**src/sv/rmss_pkg.sv**
```systemverilog
`timescale 1ns / 1ps
`default_nettype none
package rmss_pkg;

	localparam int CNT_W = 5;

	localparam logic [2:0] OP_LOAD  = 3'd0;
	localparam logic [2:0] OP_TICK  = 3'd1;
	localparam logic [2:0] OP_DONE  = 3'd2;
	localparam logic [2:0] OP_BUFWR = 3'd3;
	localparam logic [2:0] OP_RUN   = 3'd4;
	localparam logic [2:0] OP_STOP  = 3'd5;

	localparam logic [1:0] KIND_NONE  = 2'd0;
	localparam logic [1:0] KIND_WRITE = 2'd1;
	localparam logic [1:0] KIND_READ  = 2'd2;

	localparam logic [1:0] MODE_OFF      = 2'd0;
	localparam logic [1:0] MODE_WAITING  = 2'd1;
	localparam logic [1:0] MODE_SWEEPING = 2'd2;

	localparam logic [1:0] CFG_DEV_ADDR = 2'd0;
	localparam logic [1:0] CFG_HEADER   = 2'd1;
	localparam logic [1:0] CFG_PERIOD   = 2'd2;
	localparam logic [1:0] CFG_COUNT    = 2'd3;

	localparam logic [15:0] PERIOD_RESET = 16'd33;
	localparam logic [7:0]  ERR_SAT      = 8'hff;
	localparam logic [8:0]  LEN_SAT      = 9'd511;

	typedef struct packed {
		logic [2:0] op;
		logic [3:0] entry_index;
		logic [7:0] entry_position;
		logic       entry_auto_place;
		logic [7:0] entry_length;
		logic       entry_is_write;
		logic       entry_regular;
		logic       transfer_ok;
		logic [7:0] write_position;
		logic [7:0] write_length;
	} in_item_t;

	typedef struct packed {
		logic [1:0] issue_kind;
		logic [6:0] bus_address;
		logic [7:0] register_start;
		logic [8:0] transfer_length;
		logic       copy_valid;
		logic [7:0] copy_offset;
		logic [8:0] copy_length;
		logic [7:0] error_sweeps;
		logic [1:0] mode;
	} out_item_t;

	typedef enum logic [3:0] {
		CMD_NOP,
		CMD_CAPTURE,
		CMD_LOAD,
		CMD_TICK,
		CMD_DONE,
		CMD_RUN,
		CMD_STOP,
		CMD_SCAN_NEXT,
		CMD_SCAN_EMPTY,
		CMD_RUN_OPEN,
		CMD_RUN_NEXT,
		CMD_ISSUE,
		CMD_J_NEXT,
		CMD_BW_MARK,
		CMD_PUBLISH
	} cmd_code_t;

	typedef enum logic [1:0] {
		SEL_PREV,
		SEL_CUR,
		SEL_J
	} rd_sel_t;

	typedef struct packed {
		cmd_code_t code;
		rd_sel_t   sel;
	} ctl_cmd_t;

	typedef struct packed {
		logic [2:0] op;
		logic       tick_scan;
		logic       done_scan;
		logic       cur_lt_n;
		logic       cur_wanted;
		logic       j_lt_n;
		logic       run_match;
		logic       bw_below;
		logic       bw_in;
		logic       out_free;
	} dp_status_t;

endpackage
`default_nettype wire

```
**src/sv/register_map_sync_scheduler.sv**
```systemverilog
`timescale 1ns / 1ps
`default_nettype none
// Register map sync scheduler. Each input beat is one event (load descriptor,
// tick, transfer done, buffer written, run, stop) and yields exactly one
// result beat carrying any bus request issued, any read copy to perform, the
// error-sweep count and the mode. One event is handled at a time: a tick or
// done that scans, or a buffer-written event, walks the descriptors one at a
// time through the single table read port of the datapath. Results wait in an
// output register, so a stalled result only delays the end of the next event.
// The user must write config only while idle; the block itself does not
// enforce it.
module register_map_sync_scheduler #(
	parameter int MAX_ENTRIES = 16
) (
	input  wire logic                clk,
	input  wire logic                arst_n,
	input  wire logic                cfg_we,
	input  wire logic [1:0]          cfg_index,
	input  wire logic [15:0]         cfg_data,
	input  wire logic                in_valid,
	output logic                     in_stall,
	input  wire rmss_pkg::in_item_t  in_data,
	output logic                     out_valid,
	input  wire logic                out_stall,
	output rmss_pkg::out_item_t      out_data
);
	import rmss_pkg::*;

	ctl_cmd_t   cmd;
	dp_status_t st;

	// sequencer: walks the table one entry per cycle
	rmss_ctrl u_ctrl (
		.clk      (clk),
		.arst_n   (arst_n),
		.in_valid (in_valid),
		.in_stall (in_stall),
		.st       (st),
		.cmd      (cmd)
	);

	// table, scheduler state, config and result register
	rmss_dp #(
		.MAX_ENTRIES (MAX_ENTRIES)
	) u_dp (
		.clk       (clk),
		.arst_n    (arst_n),
		.cfg_we    (cfg_we),
		.cfg_index (cfg_index),
		.cfg_data  (cfg_data),
		.in_data   (in_data),
		.cmd       (cmd),
		.st        (st),
		.out_stall (out_stall),
		.out_valid (out_valid),
		.out_data  (out_data)
	);

`ifndef ASSERT_OFF
	// one event at a time: an accepted beat closes the input
	a_one_at_a_time: assert property (@(posedge clk) disable iff (!arst_n)
		(in_valid && !in_stall) |=> in_stall)
		else $error("input accepted while an event is in flight");

	// requests only come out of a sweep
	a_issue_in_sweep: assert property (@(posedge clk) disable iff (!arst_n)
		(out_valid && out_data.issue_kind != KIND_NONE) |-> (out_data.mode == MODE_SWEEPING))
		else $error("request issued outside a sweep");

	// never an unknown request code
	a_kind_legal: assert property (@(posedge clk) disable iff (!arst_n)
		out_valid |-> (out_data.issue_kind != 2'd3))
		else $error("illegal issue kind");
`endif

endmodule
`default_nettype wire

```
**src/sv/rmss_ctrl.sv**
```systemverilog
`timescale 1ns / 1ps
`default_nettype none
module rmss_ctrl (
	input  wire logic               clk,
	input  wire logic               arst_n,
	input  wire logic               in_valid,
	output logic                    in_stall,
	input  wire rmss_pkg::dp_status_t st,
	output rmss_pkg::ctl_cmd_t      cmd
);
	import rmss_pkg::*;

	typedef enum logic [2:0] {
		S_IDLE,
		S_DECODE,
		S_SCAN,
		S_RUN,
		S_BW_SKIP,
		S_BW_MARK,
		S_PUBLISH
	} state_t;

	state_t state_q;
	state_t state_d;

	always_comb begin
		state_d  = state_q;
		cmd.code = CMD_NOP;
		cmd.sel  = SEL_CUR;
		case (state_q)
			S_IDLE: begin
				if (in_valid) begin
					cmd.code = CMD_CAPTURE;
					state_d  = S_DECODE;
				end
			end
			S_DECODE: begin
				cmd.sel = SEL_PREV;
				state_d = S_PUBLISH;
				case (st.op)
					OP_LOAD: cmd.code = CMD_LOAD;
					OP_TICK: begin
						cmd.code = CMD_TICK;
						if (st.tick_scan) state_d = S_SCAN;
					end
					OP_DONE: begin
						cmd.code = CMD_DONE;
						if (st.done_scan) state_d = S_SCAN;
					end
					OP_BUFWR: state_d = S_BW_SKIP;
					OP_RUN:   cmd.code = CMD_RUN;
					OP_STOP:  cmd.code = CMD_STOP;
					default:  cmd.code = CMD_NOP;
				endcase
			end
			S_SCAN: begin
				cmd.sel = SEL_CUR;
				if (!st.cur_lt_n) begin
					cmd.code = CMD_SCAN_EMPTY;
					state_d  = S_PUBLISH;
				end else if (!st.cur_wanted) begin
					cmd.code = CMD_SCAN_NEXT;
				end else begin
					cmd.code = CMD_RUN_OPEN;
					state_d  = S_RUN;
				end
			end
			S_RUN: begin
				cmd.sel = SEL_J;
				if (st.run_match) begin
					cmd.code = CMD_RUN_NEXT;
				end else begin
					cmd.code = CMD_ISSUE;
					state_d  = S_PUBLISH;
				end
			end
			S_BW_SKIP: begin
				cmd.sel = SEL_J;
				if (st.j_lt_n && st.bw_below) cmd.code = CMD_J_NEXT;
				else state_d = S_BW_MARK;
			end
			S_BW_MARK: begin
				cmd.sel = SEL_J;
				if (st.j_lt_n && st.bw_in) cmd.code = CMD_BW_MARK;
				else state_d = S_PUBLISH;
			end
			S_PUBLISH: begin
				if (st.out_free) begin
					cmd.code = CMD_PUBLISH;
					state_d  = S_IDLE;
				end
			end
			default: state_d = S_IDLE;
		endcase
	end

	always_ff @(posedge clk or negedge arst_n) begin
		if (!arst_n) begin
			state_q  <= S_IDLE;
			in_stall <= 1'b0;
		end else begin
			state_q  <= state_d;
			in_stall <= (state_d != S_IDLE);
		end
	end

endmodule
`default_nettype wire

```
**src/sv/rmss_dp.sv**
```systemverilog
`timescale 1ns / 1ps
`default_nettype none
module rmss_dp #(
	parameter int MAX_ENTRIES = 16
) (
	input  wire logic                clk,
	input  wire logic                arst_n,
	input  wire logic                cfg_we,
	input  wire logic [1:0]          cfg_index,
	input  wire logic [15:0]         cfg_data,
	input  wire rmss_pkg::in_item_t  in_data,
	input  wire rmss_pkg::ctl_cmd_t  cmd,
	output rmss_pkg::dp_status_t     st,
	input  wire logic                out_stall,
	output logic                     out_valid,
	output rmss_pkg::out_item_t      out_data
);
	import rmss_pkg::*;

	localparam int IW = (MAX_ENTRIES > 1) ? $clog2(MAX_ENTRIES) : 1;
	localparam int OUT_W = $bits(out_item_t);

	// descriptor table, no reset
	logic [7:0] pos_q  [MAX_ENTRIES];
	logic [7:0] len_q  [MAX_ENTRIES];
	logic       wr_q   [MAX_ENTRIES];
	logic       reg_q  [MAX_ENTRIES];
	logic       pend_q [MAX_ENTRIES];

	logic [6:0]       dev_q;
	logic [3:0]       hdr_q;
	logic [15:0]      period_q;
	logic [CNT_W-1:0] count_q;

	logic [1:0]       mode_q;
	logic [CNT_W-1:0] cur_q;
	logic             err_q;
	logic [7:0]       failed_q;
	logic [1:0]       outst_q;
	logic [7:0]       rd_off_q;
	logic [8:0]       rd_len_q;
	logic [15:0]      cdown_q;

	in_item_t         item_q;
	logic [CNT_W-1:0] j_q;
	logic [7:0]       first_pos_q;
	logic [8:0]       end_q;
	logic [8:0]       last_end_q;
	logic             dir_q;
	out_item_t        res_q;

	logic [CNT_W-1:0] n;
	logic [IW-1:0]    rd_idx;
	logic [IW-1:0]    ld_idx;
	logic [7:0]       e_pos;
	logic [7:0]       e_len;
	logic             e_wr;
	logic             e_wanted;
	logic [8:0]       e_end;
	logic             slot_ok;
	logic [7:0]       ld_pos;
	logic [8:0]       run_size;
	logic [9:0]       rd_total;
	logic             do_ld;
	logic             do_clr;
	logic             do_mark;

	assign n = (32'(count_q) > MAX_ENTRIES) ? CNT_W'(MAX_ENTRIES) : count_q;

	always_comb begin
		case (cmd.sel)
			SEL_PREV: rd_idx = IW'(item_q.entry_index - 4'd1);
			SEL_J:    rd_idx = IW'(j_q);
			default:  rd_idx = IW'(cur_q);
		endcase
	end

	assign ld_idx   = IW'(item_q.entry_index);
	assign e_pos    = pos_q[rd_idx];
	assign e_len    = len_q[rd_idx];
	assign e_wr     = wr_q[rd_idx];
	assign e_wanted = pend_q[rd_idx] | reg_q[rd_idx];
	assign e_end    = {1'b0, e_pos} + {1'b0, e_len};
	assign slot_ok  = 32'(item_q.entry_index) < MAX_ENTRIES;

	always_comb begin
		if (!item_q.entry_auto_place) ld_pos = item_q.entry_position;
		else if (item_q.entry_index == 4'd0) ld_pos = 8'd0;
		else ld_pos = e_end[7:0];
	end

	assign run_size = last_end_q - {1'b0, first_pos_q};
	assign rd_total = {1'b0, run_size} + {6'd0, hdr_q};

	assign st.op         = item_q.op;
	assign st.tick_scan  = (cdown_q <= 16'd1) && (mode_q != MODE_OFF) && (outst_q == KIND_NONE);
	assign st.done_scan  = (outst_q != KIND_NONE) && (mode_q == MODE_SWEEPING);
	assign st.cur_lt_n   = cur_q < n;
	assign st.cur_wanted = e_wanted;
	assign st.j_lt_n     = j_q < n;
	assign st.run_match  = (j_q < n) && (e_wr == dir_q) && ({1'b0, e_pos} == end_q) && e_wanted;
	assign st.bw_below   = e_pos < item_q.write_position;
	assign st.bw_in      = {1'b0, e_pos} <=
		({1'b0, item_q.write_position} + {1'b0, item_q.write_length});
	assign st.out_free   = !out_valid || !out_stall;

	assign do_ld   = (cmd.code == CMD_LOAD) && slot_ok;
	assign do_clr  = (cmd.code == CMD_RUN_OPEN) || (cmd.code == CMD_RUN_NEXT);
	assign do_mark = (cmd.code == CMD_BW_MARK) && e_wr;

	always_ff @(posedge clk) begin
		if (do_ld) begin
			pos_q[ld_idx]  <= ld_pos;
			len_q[ld_idx]  <= item_q.entry_length;
			wr_q[ld_idx]   <= item_q.entry_is_write;
			reg_q[ld_idx]  <= item_q.entry_regular;
			pend_q[ld_idx] <= 1'b1;
		end else if (do_clr) begin
			pend_q[rd_idx] <= 1'b0;
		end else if (do_mark) begin
			pend_q[rd_idx] <= 1'b1;
		end
	end

	always_ff @(posedge clk or negedge arst_n) begin
		if (!arst_n) begin
			dev_q    <= '0;
			hdr_q    <= '0;
			period_q <= PERIOD_RESET;
			count_q  <= '0;
		end else if (cfg_we) begin
			case (cfg_index)
				CFG_DEV_ADDR: dev_q    <= cfg_data[6:0];
				CFG_HEADER:   hdr_q    <= cfg_data[3:0];
				CFG_PERIOD:   period_q <= cfg_data;
				CFG_COUNT:    count_q  <= cfg_data[CNT_W-1:0];
				default:      dev_q    <= dev_q;
			endcase
		end
	end

	// working registers of one item
	always_ff @(posedge clk) begin
		case (cmd.code)
			CMD_CAPTURE: begin
				item_q <= in_data;
				j_q    <= '0;
				res_q  <= '0;
			end
			CMD_DONE: begin
				if (outst_q == KIND_READ && item_q.transfer_ok) begin
					res_q.copy_valid  <= 1'b1;
					res_q.copy_offset <= rd_off_q;
					res_q.copy_length <= rd_len_q;
				end
			end
			CMD_RUN_OPEN: begin
				first_pos_q <= e_pos;
				end_q       <= e_end;
				last_end_q  <= e_end;
				dir_q       <= e_wr;
				j_q         <= cur_q + CNT_W'(1);
			end
			CMD_RUN_NEXT: begin
				last_end_q <= e_end;
				j_q        <= j_q + CNT_W'(1);
			end
			CMD_ISSUE: begin
				res_q.issue_kind     <= dir_q ? KIND_WRITE : KIND_READ;
				res_q.bus_address    <= dev_q;
				res_q.register_start <= first_pos_q;
				if (dir_q) res_q.transfer_length <= run_size;
				else if (rd_total > 10'(LEN_SAT)) res_q.transfer_length <= LEN_SAT;
				else res_q.transfer_length <= rd_total[8:0];
			end
			CMD_J_NEXT, CMD_BW_MARK: j_q <= j_q + CNT_W'(1);
			default: j_q <= j_q;
		endcase
	end

	always_ff @(posedge clk or negedge arst_n) begin
		if (!arst_n) begin
			mode_q    <= MODE_OFF;
			cur_q     <= '0;
			err_q     <= 1'b0;
			failed_q  <= '0;
			outst_q   <= KIND_NONE;
			rd_off_q  <= '0;
			rd_len_q  <= '0;
			cdown_q   <= PERIOD_RESET;
			out_valid <= 1'b0;
		end else begin
			if (cmd.code == CMD_PUBLISH) out_valid <= 1'b1;
			else if (!out_stall) out_valid <= 1'b0;
			case (cmd.code)
				CMD_TICK: begin
					if (cdown_q <= 16'd1) begin
						cdown_q <= period_q;
						if (mode_q != MODE_OFF) begin
							mode_q <= MODE_SWEEPING;
							err_q  <= 1'b0;
							cur_q  <= '0;
						end
					end else begin
						cdown_q <= cdown_q - 16'd1;
					end
				end
				CMD_DONE: begin
					if (outst_q != KIND_NONE) begin
						outst_q <= KIND_NONE;
						if (mode_q == MODE_SWEEPING && !item_q.transfer_ok && !err_q) begin
							err_q <= 1'b1;
							if (failed_q != ERR_SAT) failed_q <= failed_q + 8'd1;
						end
					end
				end
				CMD_RUN:        mode_q <= MODE_WAITING;
				CMD_STOP:       mode_q <= MODE_OFF;
				CMD_SCAN_NEXT:  cur_q  <= cur_q + CNT_W'(1);
				CMD_SCAN_EMPTY: begin
					mode_q <= MODE_WAITING;
					if (!err_q) failed_q <= '0;
				end
				CMD_ISSUE: begin
					cur_q   <= j_q;
					outst_q <= dir_q ? KIND_WRITE : KIND_READ;
					if (!dir_q) begin
						rd_off_q <= first_pos_q;
						rd_len_q <= run_size;
					end
				end
				default:     cur_q     <= cur_q;
			endcase
		end
	end

	// error count and mode sit in the low ten bits of the result
	always_ff @(posedge clk) begin
		if (cmd.code == CMD_PUBLISH) begin
			out_data <= {res_q[OUT_W-1:10], failed_q, mode_q};
		end
	end

endmodule
`default_nettype wire
```
**config.mk**
```make
export PLATFORM = sky130hd
export DESIGN_NAME = register_map_sync_scheduler
export DESIGN_NICKNAME = d
export VERILOG_FILES = /design/src/sv/rmss_pkg.sv /design/src/sv/register_map_sync_scheduler.sv /design/src/sv/rmss_ctrl.sv /design/src/sv/rmss_dp.sv
export SDC_FILE = /design/constraint.sdc
export NUM_CORES = 1
export LEC_CHECK = 0
export BUFFER_PORTS_ARGS = -buffer_cell sky130_fd_sc_hd__buf_2
export CAP_MARGIN = 20
export CELL_PAD_IN_SITES_DETAIL_PLACEMENT = 0
export CELL_PAD_IN_SITES_GLOBAL_PLACEMENT = 1
export CORE_UTILIZATION = 49
export DETAILED_ROUTE_END_ITERATION = 6
export GPL_TIMING_DRIVEN = 0
export PLACE_DENSITY = 0.83
export SLEW_MARGIN = 30
export SYNTH_ARGS = -nofsm -noshare
export SYNTH_HDL_FRONTEND = slang
export SYNTH_HIERARCHICAL = 1
export SYNTH_SLANG_ARGS = --single-unit
```
**constraint.sdc**
```tcl
create_clock -name clk -period 17.7 [get_ports clk]
set_clock_uncertainty 0.05 [all_clocks]
set_input_delay 1.77 -clock clk [delete_from_list [all_inputs] [get_ports clk]]
set_output_delay 1.77 -clock clk [all_outputs]
set_load 0.005 [all_outputs]
```
==> results of run 1 <==
==> cell type report <==
| class | count | area share [%] |
|---|---|---|
| Sequential cell | 565 | 56.0 |
| Multi-Input combinational cell | 1055 | 27.8 |
| Clock buffer | 71 | 5.11 |
| Timing Repair Buffer | 142 | 3.82 |
| Tap cell | 680 | 2.88 |
| Buffer | 92 | 1.71 |
| Clock inverter | 38 | 1.55 |
| Inverter | 92 | 1.18 |
==> sequential cells by signal, summed over array words and instances (netlist names), 7 cells and up <==
signal,count
u_dp/rd_off_q,8
u_dp/last_end_q,9
u_dp/period_q,16
u_dp/res_q,44
u_dp/cdown_q,16
u_dp/out_data,54
u_dp/len_q,128
u_dp/failed_q,8
u_dp/pend_q,16
u_dp/wr_q,16
u_dp/item_q,36
u_dp/first_pos_q,8
u_dp/reg_q,16
u_dp/pos_q,128
u_dp/end_q,9
u_dp/rd_len_q,9
u_dp/dev_q,7
==> how the worst max path moves through the flow <==
stage / endpoint / start / cells after the start
detailed placement: u_dp/failed_q[5] / u_ctrl/state_q[2] / 35
global route: u_dp/failed_q[7] / u_ctrl/state_q[2] / 35
floorplan: u_dp/out_data[0] / u_ctrl/state_q[0] / 27
CTS: u_dp/failed_q[5] / u_ctrl/state_q[2] / 35
finish: u_dp/failed_q[5] / u_ctrl/state_q[2] / 35
global placement: u_dp/out_data[41] / u_ctrl/state_q[2] / 28
==> placed cells by master (no fill, tap or decap), types with 54 or more instances in the layout <==
cell type  synthesis  final
a21oi_1           69     68
edfxtp_1         477    477
mux2i_1           75     75
dfrtp_1           84     84
ha_1              60     60
inv_1             92     91
o21ai_0           55     54
nand2_1          143    142
nor2_1            88     71
buf_2             26    146
clkbuf_16          0     58
==> cell families after synthesis <==
logic type / count (synthesis) / share of synthesized area [%]
flops: 565 / 65.1
simple gates: 443 / 8.62
compound gates: 339 / 9.33
xor+xnor: 49 / 1.69
mux: 160 / 8.59
fa+ha+maj: 64 / 3.27
buf+inv: 184 / 3.35
==> routing by layer <==
layer / vias up / part of all wire, % / global-route usage (%)
met5: - / 0.026 / 0
met4: 2 / 3.9 / 10.2
met3: 133 / 8.1 / 4.18
met2: 715 / 49 / 41.3
met1: 8019 / 39 / 31.7
li1: 7316 / - / -
==> worst max-delay path, delay by kind of cell (launching register included) <==
kind | cells | cell delay [ps]
AO/OA/AOI/OAI | 13 | 3620
XOR/XNOR | 1 | 160
flip-flops | 1 | 390
buffers and inverters | 6 | 1730
AND/OR/NAND/NOR | 13 | 2320
multiplexers | 1 | 140
adder cells (fa/ha/maj) | 1 | 380
==> stage by stage <==
step	worst slack (ps)	std cells	area, um^2
floorplan	10210	1804	25400
global placement	7500	2605	26800
detailed placement	9050	2626	27600
CTS	8910	2735	29500
global route	8320	2735	29500
finish	8750	2735	29500
==> summary.md, run 1 <==
| Metric | Value |
|---|---|
| Share of cells above drive strength 1 | `between 20 and 25%` |
| Initial core utilization | `around half` |
| Top cells by count, synth | `477 x edfxtp_1, 143 x nand2_1, 92 x inv_1, 88 x nor2_1, 84 x dfrtp_1` |
| Cell with the most instances after synthesis | `edfxtp_1` |
| Htree depth | `2` |
| Count of final setup violators | `0` |
| Hold EP | `u_dp/out_data[13]` |
| Arrival time worst endpoint | `around 9400 ps` |
| Worst hold stages | `0` |
| Hold_sp | `u_dp/res_q[13]` |
| Synth Net Count | `between 1500 and 2000` |
| Number of nets in the layout | `around 2100` |
| Total grt overflow | `0` |
| Post-synth EDFFs | `between 400 and 500` |
| First-pass GRT wire length | `approximately 100 mm` |
| Num rows | `83` |
| Vias in the first global route | `roughly 16000` |
| Initial drt markers | `1444` |
| Final Critical Period | `8950 ps` |
| Final GP Congestion | `roughly 0.94` |
| Setup TNS | `0 ps` |
| Largest net degree at the start of global routing | `69` |
| Max-slew violations | `0` |
| Slew HR | `37.6%` |
| Horiz. Die Dim | `230 um` |
| CORE AREA | `slightly above 50000 um^2` |
| Area contributors post-synth | `edfxtp_1 56%, dfrtp_1 8.3%, mux4_2 3.7%` |
| R2r setup slk | `slightly below 9000 ps` |
| Crit Path Max Fanout | `10` |
| CP max stage delay | `roughly 640 ps` |
| RSZ-0062 raised after global routing | `no` |
| Share of Yosys cell area claimed by the top area cell type | `approximately 56%` |
| CP startpoint kind | `flip-flop` |
| Vias per inst | `between 5 and 6` |
| Postcts setup bufs | `0` |
| Period utilization | `between 50% and 60%` |
| IO Count | `122` |
| CTS root buf | `clkbuf_16` |
| Final WL | `approximately 64 mm` |
| F_max | `112 MHz` |
| FILL cells | `around 3900` |
| Max_cap viols | `0` |
| Clk pin slew, worst setup/hold paths | `around 60 ps` |
| Post-Syn Instances | `~1800` |
| Worst-skew pair later-pin latency | `630 ps` |
| Hold slack | `367 ps` |
| Die Y-Extent | `230 um` |
| Worst R2R Start | `u_ctrl/state_q[2]` |
| Post-DRT Antenna Nets | `0` |
| CTS tree | `yes` |
| Failing checks | `DRC` |
| Critical-path cell with the highest stage delay | `a31oi_1` |
| Initial antenna violation count | `1` |
| Multi-input logic area | `between 8000 and 9000 um^2` |
| Antenna Cells | `0` |
| Reg2Reg Depth | `35` |
| Buffers on Ports | `between 100 and 150` |
| Slew @ Worst Pin | `around 940 ps` |
| Gr usage total | `between 20% and 30%` |
| DPL Wire Length | `approximately 45 mm` |
| Wire length per cell | `between 20 and 25 um` |
| Synth Flop Type | `edfxtp_1` |
| TritonCTS Sinks | `approximately 570` |
| Routed via count | `~16000` |
| Area Growth Syn to Fin | `16.4%` |
| DRC viols | `5` |
| Storage element area | `16500 um^2` |
| Drt pass-1 iters | `7` |
| Status | `finished, violations left` |
| Worst EP required | `18140 ps` |
| Hold WC Path Type | `reg2reg` |
| Post-synth ARST share | `15.6%` |
| CTS Buf Count | `between 50 and 60` |
| Synth area leader | `edfxtp_1` |
| Avg Inst Size Synth | `between 10 and 15 um^2` |
| Hold buffers post-CTS | `0` |
| YS warnings | `6` |
| Synth Cell Area | `about 25000 um^2` |
| Post-CTS sizing | `0` |
| Final number of hold-violating endpoints | `0` |
| Crit Path Class | `reg2reg` |
| Library cells used by synthesis | `approximately 90` |
| Utilization after layout | `~58%` |
| Count of state elements after synthesis | `approximately 570` |
| DIE AREA | `approximately 53000 um^2` |
| CP endpoint kind | `flip-flop` |
| Clk buf depth | `3` |
| Reg2reg end | `u_dp/failed_q[5]` |
| Sequential area share after synthesis | `between 60 and 70%` |
Power of run 1 is left out: the tool's default activity adds up to more than one toggle a clock period on the data nets, which glitch-free logic cannot reach.
==> run 2, diff against run 1 <==
==> constraint.sdc (replaced) <==
create_clock -name clk -period 9.1 [get_ports clk]
set_clock_uncertainty 0.05 [all_clocks]
set_input_delay 0.91 -clock clk [delete_from_list [all_inputs] [get_ports clk]]
set_output_delay 0.91 -clock clk [all_outputs]
set_load 0.005 [all_outputs]
==> summary.md, run 2 (same netlist as run 1, synthesis figures left out) <==
| Metric | Value |
|---|---|
| Status | `finished clean` |
| TritonCTS Sinks | `565` |
| DIE AREA | `about 53000 um^2` |
| CP startpoint | `u_ctrl/state_q[2]` |
| Share of cells above drive strength 1 | `a little over 20%` |
| Final GP Congestion | `approximately 0.94` |
| WP buf/inv | `8` |
| Gr usage total | `approximately 25%` |
| Largest net degree at the start of global routing | `between 60 and 70` |
| Number of nets in the layout | `~2100` |
| Final number of hold-violating endpoints | `0` |
| DPL Wire Length | `45.3 mm` |
| Final Critical Period | `8580 ps` |
| Initial drt markers | `roughly 1400` |
| CTS Buf Count | `58` |
| CTS root buf | `clkbuf_16` |
| Leading cell type in the layout, fill and taps excluded | `edfxtp_1` |
| Htree depth | `2` |
| Critical Path Stages | `26` |
| Post-route insts no fill | `2734` |
| Crit Path Class | `reg2reg` |
| First-pass GRT wire length | `97.5 mm` |
| Worst R2R Start | `u_ctrl/state_q[2]` |
| Routed via count | `16267` |
| Count of final setup violators | `0` |
| Vias in the first global route | `between 15000 and 20000` |
| RSZ-0062 raised after global routing | `no` |
| CORE AREA | `a little over 50000 um^2` |
| CTS tree | `yes` |
| CP endpoint kind | `flip-flop` |
| CP endpoint | `u_dp/pos_q[10][3]` |
| Delay-heaviest family, CP | `simple AND/OR/NAND/NOR gates` |
| Final WL | `64.3 mm` |
| IO Count | `122` |
| Period utilization | `a little over nine tenths` |
| Antenna Cells | `0` |
| Post-CTS sizing | `0` |
| Buffers on Ports | `121` |
| Postcts setup bufs | `0` |
| Crit Path Max Fanout | `11` |
| Slew HR | `a little over a third` |
| Vias per inst | `5.95` |
| Initial core utilization | `49.6%` |
| DRC viols | `0` |
| Arrival time worst endpoint | `8840 ps` |
| DP Cell Count | `around 2600` |
| Drt pass-1 iters | `5` |
| CP max stage delay | `around 730 ps` |
| Worst EP required | `~9400 ps` |
| Clk pin slew, worst setup/hold paths | `60 ps` |
| Reg2Reg Depth | `26` |
| Reg2reg end | `u_dp/pos_q[10][3]` |
| Max-slew violations | `0` |
| Most frequent cells in the layout | `477 x edfxtp_1, 146 x buf_2, 142 x nand2_1, 91 x inv_1, 84 x dfrtp_1` |
| Post-DRT Antenna Nets | `0` |
| CP startpoint kind | `flip-flop` |
| Slew @ Worst Pin | `957 ps` |
| Initial antenna violation count | `1` |
| Biggest regs | `u_dp/len_q: 128 flops, u_dp/pos_q: 128 flops, u_dp/out_data: 54 flops` |
| Hold buffers post-CTS | `0` |
| Die Y-Extent | `~230 um` |
| Num rows | `between 80 and 90` |
| Hold WC Path Type | `in2async` |
| Horiz. Die Dim | `roughly 230 um` |
| Max_cap viols | `0` |
| Critical-path cell with the highest stage delay | `nor3_1` |
| Total grt overflow | `0` |
| Clk buf depth | `3` |
| F_max | `between 100 and 150 MHz` |
| Area Growth Syn to Fin | `16.4%` |
| Most common cell on crit path | `nor2_1` |
| R2r setup slk | `about 520 ps` |
| Wire length per cell | `between 20 and 25 um` |
| Worst-skew pair later-pin latency | `between 600 and 700 ps` |
-- run 2: cell count changes in the layout (fill, tap and decap cells not counted) --
cell / delta
a21oi_1: -1
a21oi_2: +1
a31oi_1: -1
a31oi_2: +1
buf_1: -1
-- run 2: worst min path at each step --
| stage | slack, ps | depth (start not counted) | from | endpoint |
|---|---|---|---|---|
| floorplan | 350 | 0 | u_dp/res_q[10] | u_dp/out_data[10] |
| global placement | 350 | 0 | u_dp/res_q[48] | u_dp/out_data[48] |
| detailed placement | 350 | 0 | u_dp/res_q[13] | u_dp/out_data[13] |
| CTS | 70 | 1 | arst_n | u_dp/period_q[8] |
| global route | 70 | 1 | arst_n | u_dp/period_q[9] |
| finish | 90 | 1 | arst_n | u_dp/period_q[8] |
-- run 2: final cells by class --
type	instances	area (um^2)
Clock inverter	38	459
Fill cell	3896	21600
Sequential cell	565	16500
Buffer	91	502
Timing Repair Buffer	142	1130
Tap cell	680	851
Clock buffer	71	1510
Multi-Input combinational cell	1055	8220
Inverter	92	348
-- run 2: metal layers --
metal	part of all wire, %	GRT usage [%]
met3	8.0	4.18
met4	3.7	10.2
met5	0.026	0
met1	39	31.7
met2	49	41.3
-- run 2: stage by stage --
step	util, %	hold WS, ps	setup slack [ps]	area, um^2	TNS (ps)
2_1_floorplan	-	350	1610	25400	0
3_3_place_gp	52.4	350	-1100	26800	-119140
3_5_place_dp	53.8	355	446	27600	0
4_1_cts	57.7	70.9	309	29500	0
5_1_grt	57.7	73.2	85.3	29500	0
6_report	57.7	89.5	521	29500	0
Power of run 2 is left out for the same reason.
==> run 3, diff against run 2 <==
--- a/config.mk
+++ b/config.mk
@@ -9,10 +9,11 @@
 export CAP_MARGIN = 20
 export CELL_PAD_IN_SITES_DETAIL_PLACEMENT = 0
 export CELL_PAD_IN_SITES_GLOBAL_PLACEMENT = 1
-export CORE_UTILIZATION = 49
+export CORE_UTILIZATION = 50
 export DETAILED_ROUTE_END_ITERATION = 6
 export GPL_TIMING_DRIVEN = 0
-export PLACE_DENSITY = 0.83
+export PLACE_DENSITY = 0.85
+export REMOVE_ABC_BUFFERS = 1
 export SLEW_MARGIN = 30
 export SYNTH_ARGS = -nofsm -noshare
 export SYNTH_HDL_FRONTEND = slang
==> summary.md, run 3 (same netlist as run 1, synthesis figures left out) <==
| Metric | Value |
|---|---|
| Reg2reg end | `u_dp/failed_q[5]` |
| CTS Buf Count | `57` |
| Area Growth Syn to Fin | `16.7%` |
| Die Y-Extent | `roughly 230 um` |
| Initial core utilization | `roughly 50%` |
| Vias per inst | `~6` |
| Status | `finished, violations left` |
| Routed via count | `around 16000` |
| Post-DRT Antenna Nets | `0` |
| Buffers on Ports | `approximately 120` |
| IO Count | `approximately 120` |
| Reg2Reg Depth | `33` |
| Total grt overflow | `0` |
| Leading cell type in the layout, fill and taps excluded | `edfxtp_1` |
| Setup TNS | `0 ps` |
| Most common cell on crit path | `nor2b_1` |
| Final GP Congestion | `~0.84` |
| Antenna Cells | `0` |
| Vias in the first global route | `approximately 16000` |
| Hold buffers post-CTS | `0` |
| CTS tree | `yes` |
| Crit Path Class | `reg2reg` |
| Horiz. Die Dim | `around 230 um` |
| Final number of hold-violating endpoints | `0` |
| Most frequent cells in the layout | `477 x edfxtp_1, 141 x nand2_1, 122 x buf_2, 90 x inv_1, 82 x dfrtp_1` |
| Clk pin slew, worst setup/hold paths | `60 ps` |
| CP startpoint | `u_ctrl/state_q[0]` |
| Num rows | `between 80 and 90` |
| Count of final setup violators | `0` |
| Metal-1 WL | `roughly 24 mm` |
| Hold WC Path Type | `in2async` |
| Largest net degree at the start of global routing | `a little under 50` |
| Wire length per cell | `around 23 um` |
| Met3 routed WL | `approximately 4.6 mm` |
| Clk buf depth | `3` |
| F_max | `around 120 MHz` |
| Multi-input logic area | `around 8300 um^2` |
| Critical-path cell with the highest stage delay | `dfrtp_2` |
| Storage element area | `~17000 um^2` |
| Arrival time worst endpoint | `about 8900 ps` |
| Biggest regs | `u_dp/len_q: 128 flops, u_dp/pos_q: 128 flops, u_dp/out_data: 54 flops` |
| DRC viols | `2` |
| Initial antenna violation count | `1` |
| R2r setup slk | `approximately 670 ps` |
| TritonCTS Sinks | `around 570` |
| CP startpoint kind | `flip-flop` |
| Slew @ Worst Pin | `between 900 and 1000 ps` |
| Final Critical Period | `between 8000 and 9000 ps` |
| FILL cells | `between 3000 and 4000` |
| Max-slew violations | `0` |
| Max_cap viols | `0` |
| Worst EP required | `between 9000 and 10000 ps` |
| Slew HR | `36.0%` |
| CTS root buf | `clkbuf_16` |
| Final WL | `~60 mm` |
| CP endpoint kind | `flip-flop` |
| Postcts setup bufs | `0` |
| DPL Wire Length | `between 40 and 50 mm` |
| CORE AREA | `50100 um^2` |
| CP max stage delay | `about 540 ps` |
| Wire length on met2 | `approximately 29 mm` |
| Worst R2R Start | `u_ctrl/state_q[0]` |
| Initial drt markers | `around 1400` |
| Period utilization | `between 90% and 100%` |
| RSZ-0062 raised after global routing | `no` |
| Htree depth | `2` |
| Worst-skew pair later-pin latency | `about 630 ps` |
| Crit Path Max Fanout | `28` |
| First-pass GRT wire length | `roughly 90 mm` |
| Number of nets in the layout | `approximately 2100` |
| Highest layer used for signal routing | `met5` |
| Drt pass-1 iters | `7` |
| Gr usage total | `around a quarter` |
| Failing checks | `DRC` |
| DIE AREA | `a little over 50000 um^2` |
| Share of cells above drive strength 1 | `between 20% and 30%` |
-- run 3: cell types whose count changed in the layout (fill, tap and decap cells not counted), sizes merged --
cell | before | now
clkbuf | 103 | 66
clkinvlp | 5 | 2
bufinv | 9 | 10
o211a | 2 | 3
inv | 96 | 93
buf | 201 | 169
clkinv | 20 | 27
-- run 3: stage by stage --
stage / instances / utilization (%) / setup WS (ps) / hold slack, ps / instance area (um^2)
6_report: 2660 / 59.2 / 667 / 157 / 29600
5_1_grt: 2660 / 59.2 / 58.3 / 159 / 29600
4_1_cts: 2659 / 59.0 / 23.9 / 142 / 29500
3_5_place_dp: 2553 / 55.1 / -289 / 355 / 27600
3_3_place_gp: 2505 / 52.6 / -4720 / 352 / 26300
2_1_floorplan: 1712 / - / -799 / 350 / 24900
-- run 3: worst max-delay path, delay by kind of cell (launching register included) --
kind | cells | cell delay, ps
adders and majority gates | 1 | 340
xor gates and xnor gates | 1 | 160
muxes | 1 | 130
AOI/OAI and AO/OA | 14 | 3520
and+or+nand+nor | 12 | 2640
DFF | 1 | 540
buffers and inverters | 4 | 900
-- run 3: metal layers --
metal / global-route usage (%) / vias to the layer above
li1: - / 7171
met1: 29.9 / 7878
met2: 39.5 / 693
met3: 4.05 / 166
met4: 10.2 / 2
met5: 0 / -
-- run 3: layout make-up --
class / instances / area share, %
flip-flops and latches: 565 / 55.8
multi-input cells: 1056 / 28.1
repair buffers: 169 / 5.46
clock buffers: 66 / 4.96
well taps: 672 / 2.84
clock inverters: 40 / 1.63
inverters: 92 / 1.19
-- run 3: worst max path at each step --
stage	to	slack [ps]	depth (start not counted)
2_1_floorplan	u_dp/out_data[0]	-800	21
3_3_place_gp	u_dp/out_data[23]	-4720	21
3_5_place_dp	u_dp/failed_q[5]	-290	31
4_1_cts	u_dp/failed_q[5]	20	31
5_1_grt	u_dp/failed_q[5]	60	34
6_report	u_dp/failed_q[5]	670	33
-- run 3: timing repair --
item / in CTS / in global routing
cloned: 0 / 1
endpoints found under the setup margin: 8 / 8
gates resized for setup: 2 / 5
Power of run 3 is left out for the same reason.
